[src/sorted_key_table_core_defines.svh]
// Assertion macros of the sorted key table RTL, used by skt_seq.
// Expects signals named clk and arst_n in the module that uses them.
`ifndef SORTED_KEY_TABLE_CORE_DEFINES_SVH
`define SORTED_KEY_TABLE_CORE_DEFINES_SVH

// Same-cycle implication, disabled while reset is asserted.
`define SKT_ASSERT_IMPL(label, ante, cons) \
	label: assert property (@(posedge clk) disable iff (!arst_n) (ante) |-> (cons)) \
		else $error("sorted key table: same-cycle check failed");

// Next-cycle implication, disabled while reset is asserted.
`define SKT_ASSERT_NEXT(label, ante, cons) \
	label: assert property (@(posedge clk) disable iff (!arst_n) (ante) |=> (cons)) \
		else $error("sorted key table: next-cycle check failed");

`endif

[src/skt_pkg.sv]
// Shared types and constants of the sorted key table.
// No dependencies; used by the interfaces, the sequencer and the top level.
package skt_pkg;

	localparam int KEY_W = 32;
	localparam int POS_W = 7;

	localparam logic KIND_SEARCH = 1'b0;
	localparam logic KIND_INSERT = 1'b1;

	localparam logic STATUS_OK   = 1'b0;
	localparam logic STATUS_FULL = 1'b1;

	typedef struct packed {
		logic             found;
		logic [POS_W-1:0] position;
		logic [POS_W-1:0] entry_count;
		logic             status;
	} res_t;

endpackage

[src/skt_cmd_if.sv]
// Request channel of the sorted key table: operation kind and key.
// Depends on skt_pkg.
interface skt_cmd_if;
	import skt_pkg::*;

	logic              valid;
	logic              ready;
	logic              kind;
	logic [KEY_W-1:0]  key;

	modport source (output valid, output kind, output key, input ready);
	modport sink (input valid, input kind, input key, output ready);
endinterface

[src/skt_rsp_if.sv]
// Response channel of the sorted key table: search result, count and status.
// Depends on skt_pkg.
interface skt_rsp_if;
	import skt_pkg::*;

	logic             valid;
	logic             ready;
	logic             found;
	logic [POS_W-1:0] position;
	logic [POS_W-1:0] entry_count;
	logic             status;

	modport source (output valid, output found, output position, output entry_count,
		output status, input ready);
	modport sink (input valid, input found, input position, input entry_count,
		input status, output ready);
endinterface

[src/skt_ram.sv]
// Generic single-clock RAM with one write port and one registered read port.
// No dependencies.
module skt_ram #(
	parameter int WIDTH = 32,
	parameter int DEPTH = 64,
	localparam int AW = $clog2(DEPTH)
) (
	input  logic             clk,
	input  logic             we,
	input  logic [AW-1:0]    waddr,
	input  logic [WIDTH-1:0] wdata,
	input  logic [AW-1:0]    raddr,
	output logic [WIDTH-1:0] rdata
);

	logic [WIDTH-1:0] mem_q [DEPTH];

	always_ff @(posedge clk) begin
		if (we) begin
			mem_q[waddr] <= wdata;
		end
		rdata <= mem_q[raddr];
	end

endmodule

[src/skt_seq.sv]
// Sequencer of the sorted key table: binary search over the key RAM with one
// shared signed comparator, then the entry-by-entry shift and key write on insert.
// Depends on skt_pkg and sorted_key_table_core_defines.svh.
`include "sorted_key_table_core_defines.svh"

module skt_seq #(
	parameter int DEPTH    = 64,
	parameter int KEY_BITS = 32,
	localparam int AW = $clog2(DEPTH),
	localparam int CW = $clog2(DEPTH + 1)
) (
	input  logic                     clk,
	input  logic                     arst_n,
	input  logic                     start,
	input  logic                     kind,
	input  logic [skt_pkg::KEY_W-1:0] key,
	output logic                     busy,
	output logic                     done,
	output skt_pkg::res_t            res,
	input  logic                     res_take,
	output logic                     ram_we,
	output logic [AW-1:0]            ram_waddr,
	output logic [KEY_BITS-1:0]      ram_wdata,
	output logic [AW-1:0]            ram_raddr,
	input  logic [KEY_BITS-1:0]      ram_rdata
);
	import skt_pkg::*;

	typedef enum logic [5:0] {
		ST_IDLE  = 6'b000001,
		ST_PROBE = 6'b000010,
		ST_CMP   = 6'b000100,
		ST_SHIFT = 6'b001000,
		ST_PUT   = 6'b010000,
		ST_DONE  = 6'b100000
	} state_t;

	state_t              state_q;
	logic                kind_q;
	logic [KEY_BITS-1:0] want_q;
	logic [CW-1:0]       lo_q;
	logic [CW-1:0]       hi_q;
	logic [AW-1:0]       mid_q;
	logic [CW-1:0]       cnt_q;
	logic                found_q;
	logic [CW-1:0]       pos_q;
	logic                status_q;
	logic [CW-1:0]       src_q;
	logic                pend_q;
	logic [AW-1:0]       dst_q;

	logic [KEY_BITS+KEY_W-1:0] key_ext;
	logic [KEY_BITS-1:0]       key_k;
	logic [CW:0]               mid_sum;
	logic [CW-1:0]             mid_w;
	logic [AW-1:0]             mid_c;
	logic [CW-1:0]             mid_q_w;
	logic                      less;
	logic                      equal;
	logic                      fin;
	logic                      fin_found;
	logic [CW-1:0]             fin_pos;
	logic                      rd_more;
	logic [CW-1:0]             src_m1;
	logic [CW+POS_W-1:0]       pos_ext;
	logic [CW+POS_W-1:0]       cnt_ext;

	assign key_ext = {{KEY_BITS{1'b0}}, key};
	assign key_k   = key_ext[KEY_BITS-1:0];

	// Probe index (lo + hi - 1) / 2 over the half-open range [lo, hi).
	assign mid_sum = {1'b0, lo_q} + {1'b0, hi_q} - {{CW{1'b0}}, 1'b1};
	assign mid_w   = mid_sum[CW:1];
	assign mid_c   = mid_w[AW-1:0];
	assign mid_q_w = CW'(mid_q);

	assign less  = $signed(want_q) < $signed(ram_rdata);
	assign equal = want_q == ram_rdata;

	assign rd_more = src_q > pos_q;
	assign src_m1  = src_q - {{(CW-1){1'b0}}, 1'b1};

	always_comb begin
		fin       = 1'b0;
		fin_found = 1'b0;
		fin_pos   = lo_q;
		case (state_q)
			ST_PROBE: begin
				fin = !(lo_q < hi_q);
			end
			ST_CMP: begin
				fin       = equal;
				fin_found = equal;
				fin_pos   = mid_q_w;
			end
			default: begin
				fin = 1'b0;
			end
		endcase
	end

	always_comb begin
		ram_we    = 1'b0;
		ram_waddr = dst_q;
		ram_wdata = ram_rdata;
		ram_raddr = mid_c;
		case (state_q)
			ST_SHIFT: begin
				ram_raddr = src_m1[AW-1:0];
				ram_we    = pend_q;
			end
			ST_PUT: begin
				ram_we    = 1'b1;
				ram_waddr = pos_q[AW-1:0];
				ram_wdata = want_q;
			end
			default: begin
				ram_we = 1'b0;
			end
		endcase
	end

	always_ff @(posedge clk or negedge arst_n) begin
		if (!arst_n) begin
			state_q <= ST_IDLE;
			cnt_q   <= '0;
			pend_q  <= 1'b0;
		end else begin
			case (state_q)
				ST_IDLE: begin
					if (start) begin
						state_q <= ST_PROBE;
					end
				end
				ST_PROBE: begin
					if (!fin) begin
						state_q <= ST_CMP;
					end
				end
				ST_CMP: begin
					if (!fin) begin
						state_q <= ST_PROBE;
					end
				end
				ST_SHIFT: begin
					pend_q <= rd_more;
					if (!rd_more) begin
						state_q <= ST_PUT;
					end
				end
				ST_PUT: begin
					cnt_q   <= cnt_q + {{(CW-1){1'b0}}, 1'b1};
					state_q <= ST_DONE;
				end
				ST_DONE: begin
					if (res_take) begin
						state_q <= ST_IDLE;
					end
				end
				default: begin
					state_q <= ST_IDLE;
				end
			endcase
			if (fin) begin
				if (kind_q == KIND_INSERT && cnt_q < CW'(DEPTH)) begin
					state_q <= ST_SHIFT;
					pend_q  <= 1'b0;
				end else begin
					state_q <= ST_DONE;
				end
			end
		end
	end

	always_ff @(posedge clk) begin
		if (state_q == ST_IDLE && start) begin
			kind_q   <= kind;
			want_q   <= key_k;
			lo_q     <= '0;
			hi_q     <= cnt_q;
			status_q <= STATUS_OK;
		end
		if (state_q == ST_PROBE && !fin) begin
			mid_q <= mid_c;
		end
		if (state_q == ST_CMP && !fin) begin
			if (less) begin
				hi_q <= mid_q_w;
			end else begin
				lo_q <= mid_q_w + {{(CW-1){1'b0}}, 1'b1};
			end
		end
		if (fin) begin
			found_q <= fin_found;
			pos_q   <= fin_pos;
			src_q   <= cnt_q;
			if (kind_q == KIND_INSERT && !(cnt_q < CW'(DEPTH))) begin
				status_q <= STATUS_FULL;
			end
		end
		if (state_q == ST_SHIFT && rd_more) begin
			src_q <= src_m1;
			dst_q <= src_q[AW-1:0];
		end
	end

	assign pos_ext = {{POS_W{1'b0}}, pos_q};
	assign cnt_ext = {{POS_W{1'b0}}, cnt_q};

	assign busy             = state_q != ST_IDLE;
	assign done             = state_q == ST_DONE;
	assign res.found        = found_q;
	assign res.position     = pos_ext[POS_W-1:0];
	assign res.entry_count  = cnt_ext[POS_W-1:0];
	assign res.status       = status_q;

	`SKT_ASSERT_IMPL(a_count_bound, 1'b1, cnt_q <= CW'(DEPTH))
	`SKT_ASSERT_IMPL(a_probe_in_range, state_q == ST_CMP, (mid_q_w >= lo_q) && (mid_q_w < hi_q))
	`SKT_ASSERT_NEXT(a_put_increments, state_q == ST_PUT, cnt_q == $past(cnt_q) + 1'b1)
	`SKT_ASSERT_NEXT(a_count_holds, state_q != ST_PUT, $stable(cnt_q))

endmodule

[src/sorted_key_table_core.sv]
// Sorted key table: an ascending table of signed keys searched by bisection.
// Channels: cmd (request: kind, key) is a sink; rsp (response) is a source.
// A request is taken only when the table is idle; ready is low while it works.
// One signed comparator is shared over all probes; every probe takes a PROBE and
// a CMP state because the key RAM has a registered read port. A search makes at
// most ceil(log2(count + 1)) probes. An insert then moves the (count - position)
// keys above its position, with one RAM read and write per moved key, then writes
// the new key. An insert into a full table moves nothing. The next request can be
// taken in the cycle after a result enters the output register.
// The response sits in an output register; the table accepts the next request
// while it waits, but only delivers the next result once the register is taken.
// Reset empties the table at once: the count clears and no RAM sweep is needed.
// Depends on skt_pkg, skt_cmd_if, skt_rsp_if, skt_ram and skt_seq.
module sorted_key_table_core #(
	parameter int DEPTH    = 64,
	parameter int KEY_BITS = 32
) (
	input logic      clk,
	input logic      arst_n,
	skt_cmd_if.sink  cmd,
	skt_rsp_if.source rsp
);
	import skt_pkg::*;

	localparam int AW = $clog2(DEPTH);

	logic                busy;
	logic                done;
	logic                start;
	logic                res_take;
	res_t                res;
	res_t                rsp_q;
	logic                rsp_valid_q;
	logic                ram_we;
	logic [AW-1:0]       ram_waddr;
	logic [KEY_BITS-1:0] ram_wdata;
	logic [AW-1:0]       ram_raddr;
	logic [KEY_BITS-1:0] ram_rdata;

	assign cmd.ready = !busy;
	assign start     = cmd.valid && !busy;
	assign res_take  = done && (!rsp_valid_q || rsp.ready);

	skt_seq #(
		.DEPTH    (DEPTH),
		.KEY_BITS (KEY_BITS)
	) u_seq (
		.clk       (clk),
		.arst_n    (arst_n),
		.start     (start),
		.kind      (cmd.kind),
		.key       (cmd.key),
		.busy      (busy),
		.done      (done),
		.res       (res),
		.res_take  (res_take),
		.ram_we    (ram_we),
		.ram_waddr (ram_waddr),
		.ram_wdata (ram_wdata),
		.ram_raddr (ram_raddr),
		.ram_rdata (ram_rdata)
	);

	skt_ram #(
		.WIDTH (KEY_BITS),
		.DEPTH (DEPTH)
	) u_key_ram (
		.clk   (clk),
		.we    (ram_we),
		.waddr (ram_waddr),
		.wdata (ram_wdata),
		.raddr (ram_raddr),
		.rdata (ram_rdata)
	);

	always_ff @(posedge clk or negedge arst_n) begin
		if (!arst_n) begin
			rsp_valid_q <= 1'b0;
		end else if (res_take) begin
			rsp_valid_q <= 1'b1;
		end else if (rsp.ready) begin
			rsp_valid_q <= 1'b0;
		end
	end

	always_ff @(posedge clk) begin
		if (res_take) begin
			rsp_q <= res;
		end
	end

	assign rsp.valid       = rsp_valid_q;
	assign rsp.found       = rsp_q.found;
	assign rsp.position    = rsp_q.position;
	assign rsp.entry_count = rsp_q.entry_count;
	assign rsp.status      = rsp_q.status;

endmodule

[src/flat_wrapper.sv]
// flat-port wrapper written by rule: the top's interface ports become plain ports
module sorted_key_table_core_flat import skt_pkg::*;
#(
	parameter int DEPTH    = 64,
	parameter int KEY_BITS = 32
)
  (clk, arst_n, cmd_valid, cmd_kind, cmd_key, cmd_ready, rsp_valid, rsp_found, rsp_position, rsp_entry_count, rsp_status, rsp_ready);
  skt_cmd_if cmd_i ();
  skt_rsp_if rsp_i ();
  input logic clk;
  input logic arst_n;
  input wire logic [$bits(cmd_i.valid)-1:0] cmd_valid;
  input wire logic [$bits(cmd_i.kind)-1:0] cmd_kind;
  input wire logic [$bits(cmd_i.key)-1:0] cmd_key;
  output wire logic [$bits(cmd_i.ready)-1:0] cmd_ready;
  output wire logic [$bits(rsp_i.valid)-1:0] rsp_valid;
  output wire logic [$bits(rsp_i.found)-1:0] rsp_found;
  output wire logic [$bits(rsp_i.position)-1:0] rsp_position;
  output wire logic [$bits(rsp_i.entry_count)-1:0] rsp_entry_count;
  output wire logic [$bits(rsp_i.status)-1:0] rsp_status;
  input wire logic [$bits(rsp_i.ready)-1:0] rsp_ready;
  assign cmd_i.valid = cmd_valid;
  assign cmd_i.kind = cmd_kind;
  assign cmd_i.key = cmd_key;
  assign cmd_ready = cmd_i.ready;
  assign rsp_valid = rsp_i.valid;
  assign rsp_found = rsp_i.found;
  assign rsp_position = rsp_i.position;
  assign rsp_entry_count = rsp_i.entry_count;
  assign rsp_status = rsp_i.status;
  assign rsp_i.ready = rsp_ready;
  sorted_key_table_core #(.DEPTH(DEPTH), .KEY_BITS(KEY_BITS)) u_core (.clk(clk), .arst_n(arst_n), .cmd(cmd_i), .rsp(rsp_i));
endmodule
[config.mk]
export PLATFORM = sky130hd
export DESIGN_NAME = sorted_key_table_core_flat
export DESIGN_NICKNAME = d
export VERILOG_FILES = /design/src/skt_pkg.sv /design/src/skt_cmd_if.sv /design/src/skt_rsp_if.sv /design/src/skt_ram.sv /design/src/skt_seq.sv /design/src/sorted_key_table_core.sv /design/src/flat_wrapper.sv
export VERILOG_INCLUDE_DIRS = /design/src /design/src/src
export SDC_FILE = /design/constraint.sdc
export NUM_CORES = 2
export LEC_CHECK = 0
export BUFFER_PORTS_ARGS = -buffer_cell sky130_fd_sc_hd__clkbuf_2
export CAP_MARGIN = 20
export CORE_ASPECT_RATIO = 0.6
export CORE_MARGIN = 3
export CORE_UTILIZATION = 50
export DETAILED_ROUTE_END_ITERATION = 6
export HOLD_SLACK_MARGIN = 0.08
export PLACE_DENSITY = 0.74
export SLEW_MARGIN = 20
export SYNTH_ARGS = -nofsm -noshare
export SYNTH_HDL_FRONTEND = slang
export SYNTH_HIERARCHICAL = 1
export SYNTH_SLANG_ARGS = --single-unit
[constraint.sdc]
create_clock -name clk -period 4.3 [get_ports clk]
set_input_delay 0.215 -clock clk [delete_from_list [all_inputs] [get_ports clk]]
set_output_delay 0.215 -clock clk [all_outputs]
set_load 0.05 [all_outputs]
==> out/metrics.yaml <==
hold_violations: 0
netlist_instances: 3885
grt_max_degree: 71
finalSetupViolations: 0
drcViolationCount: 0
clockBufferDepth: 4
min_path_type: "input port to flip-flop"
timing.final.crit_period_ns: 4.19
port_buffers: 54
tns_ns: 0
relSlewSlack: 0.245
cts_tree: "done"
routed_wirelength_um: 221000
routedWlPerCell_um: 33.5
yosysTopAreaCellShare: 0.756
synth_area_leaders: "edfxtp_1 76%, mux4_2 15%, mux2i_1 1.2%"
skew_ns: 0.0501
vias: 43400
yosysMostFrequentCell: "edfxtp_1"
start_util: 0.505
drtIter0Drc: 7790
cts_root_buffer: "clkbuf_16"
post-route-period-util: 0.974
clk_latency_ns: 0.83
grt_pass1_wl_um: 315000
path_clk_slew_ns: 0.07
yosysWarnings: 6
pin_count: 55
stdcell_area_mm2: 0.0964
die_w_um: 536
cts.htree.levels: 4
worst_pin_slew_ns: 1.13
slew_viol_final: 0
critPathLaunchType: "flip-flop"
synth_top_flop_cell: "edfxtp_1"
ys_ff_latch: 2186
vias_per_cell: 6.57
die_h_um: 324
path_class: "flip-flop to flip-flop"
syn_area_mm2: 0.0844
synth_largest_area_cell: "edfxtp_1"
dieArea_mm2: 0.174
grt.total_usage: 0.255
drtAntennaViolNets: 0
rows: 116
ys_types: 65
nNetsFinal: 4320
synth_edf_count: 2124
core_mm2: 0.167
max_freq_ghz: 0.239
drv_cap: 0
holdWs_ns: 0.124
grt_pass1_vias: 42000
setup_slack_ns: 0.114
cp_data_required_time_ns: 4.97
cts_buffers: 187
gp_congestion: 0.867
drive_gt1_frac: 0.287
synth_seq_area_share: 0.771
syn-num-nets: 3981
status: "complete, no violations"
syn_area_per_cell_um2: 21.7
place_area_mm2: 0.0902
antenna_found_initial: 6
synth_common_cells: "2124 x edfxtp_1, 544 x mux4_2, 149 x nor2_1"
arrival_ns: 4.85
clock_sinks: 2186
critPathMaxFanout: 30
syn2layout_area_growth_pct: 14.3
rsz0062_at_grt: "false"
place_ws_ns: 0.149
cp-end-kind: "flip-flop"
dpl.hpwl_um: 131000
gr-total-overflow: 0
async_flop_share: 0.00686
dr.pass1.iters: 5
[final cells by class]
type / count / area [µm²]
fillers: 11700 / 70800
well taps: 2242 / 2810
clock buffers: 234 / 4930
repair buffers: 350 / 3490
multi-input cells: 1429 / 19000
clock inverters: 95 / 851
inverters: 70 / 263
diodes: 1 / 2.50
flip-flops and latches: 2186 / 65100
[state kept, by name, summed over array words and instances, names as in the netlist, 6 cells and up]
register,flops
u_core/rsp.entry_count,7
u_core/rsp.position,7
u_core/u_key_ram/mem_q,2048
u_core/u_key_ram/rdata,32
u_core/u_seq/cnt_q,7
u_core/u_seq/dst_q,6
u_core/u_seq/hi_q,7
u_core/u_seq/lo_q,7
u_core/u_seq/mid_q,6
u_core/u_seq/pos_q,7
u_core/u_seq/src_q,7
u_core/u_seq/state_q,6
u_core/u_seq/want_q,32
[layout by cell type, fill, tap and decap left out, types with 6 or more instances in the layout]
| master | instances |
|---|---|
| a21oi_1 | 85 |
| a22oi_1 | 12 |
| a311oi_1 | 8 |
| and3_1 | 7 |
| buf_12 | 70 |
| buf_4 | 186 |
| bufinv_16 | 14 |
| clkbuf_1 | 41 |
| clkbuf_16 | 188 |
| clkbuf_2 | 54 |
| clkinv_1 | 28 |
| clkinv_2 | 38 |
| dfrtp_1 | 14 |
| dfxtp_1 | 47 |
| dlygate4sd3_1 | 39 |
| edfxtp_1 | 2124 |
| ha_1 | 58 |
| inv_1 | 69 |
| mux2_2 | 8 |
| mux2_4 | 6 |
| mux2i_1 | 99 |
| mux4_2 | 544 |
| nand2_1 | 110 |
| nand2b_1 | 14 |
| nand3_1 | 14 |
| nand3b_1 | 9 |
| nand4_1 | 11 |
| nor2_1 | 87 |
| nor2_4 | 62 |
| nor2b_1 | 18 |
| nor3_1 | 11 |
| o21ai_0 | 26 |
| o21ai_4 | 36 |
| o221ai_1 | 27 |
| o22ai_1 | 84 |
| xnor2_1 | 12 |
| xor2_1 | 8 |
[metal layers]
metal  up-vias  GRT usage  share of wire
met4         2     0.0537          0.022
met3       347     0.0852           0.17
li1      16900          -              -
met5         -          0       0.000059
met2      3586      0.343           0.41
met1     22600      0.404           0.40
[per-stage QoR]
step	util	instances
6_report	0.577	6607
5_1_grt	0.577	6606
4_1_cts	0.576	6601
3_5_place_dp	0.539	6233
3_3_place_gp	0.539	6233
2_1_floorplan	-	3885
[what timing repair did]
item                                    CTS  global route
endpoints found under the hold margin    50             0
buffers inserted                          0             3
endpoints found under the setup margin    0             3
hold buffers                             39             0
gates resized for setup                   0             2
[worst max-delay path, cell delays in order, from the launching register on]
cell	delay, ns
dfrtp_1	0.41
nor2_1	0.21
nand4b_1	0.42
o21ai_4	0.48
buf_12	0.25
buf_12	0.28
buf_4	0.48
mux4_2	0.59
o221ai_1	0.29
a21oi_2	0.15
a21oi_1	0.33
nor2_1	0.10
[cells by family (layout without fill, tap and decap cells)]
| family | after synthesis | count (layout) | synth area share |
|---|---|---|---|
| muxes | 658 | 658 | 0.159 |
| buffers and inverters | 270 | 749 | 0.0146 |
| xor gates and xnor gates | 20 | 20 | 0.00208 |
| other | 0 | 1 | 0 |
| adders and majority gates | 59 | 59 | 0.00884 |
| DFF | 2186 | 2186 | 0.771 |
| and+or+nand+nor | 379 | 379 | 0.0209 |
| AOI/OAI and AO/OA | 313 | 313 | 0.0230 |
[worst paths after layout]
check / from / slack [ns] / to / depth (start not counted)
setup / recovery: u_core/u_seq/state_q[2] / 0.11 / u_core/u_key_ram/rdata[19] / 11
min in group asynchronous: arst_n / 0.47 / u_core/u_seq/state_q[0] / 3
hold reg to reg: u_core/u_seq/pos_q[1] / 0.46 / u_core/rsp.position[1] / 0
hold / removal: cmd_key[18] / 0.12 / u_core/u_seq/want_q[18] / 2
max in group asynchronous: arst_n / 2.75 / u_core/u_seq/cnt_q[6] / 4
setup reg to reg: u_core/u_seq/state_q[2] / 0.11 / u_core/u_key_ram/rdata[19] / 11
Power is left out: the tool's default activity adds up to more than one toggle a clock period on the data nets, which glitch-free logic cannot reach.
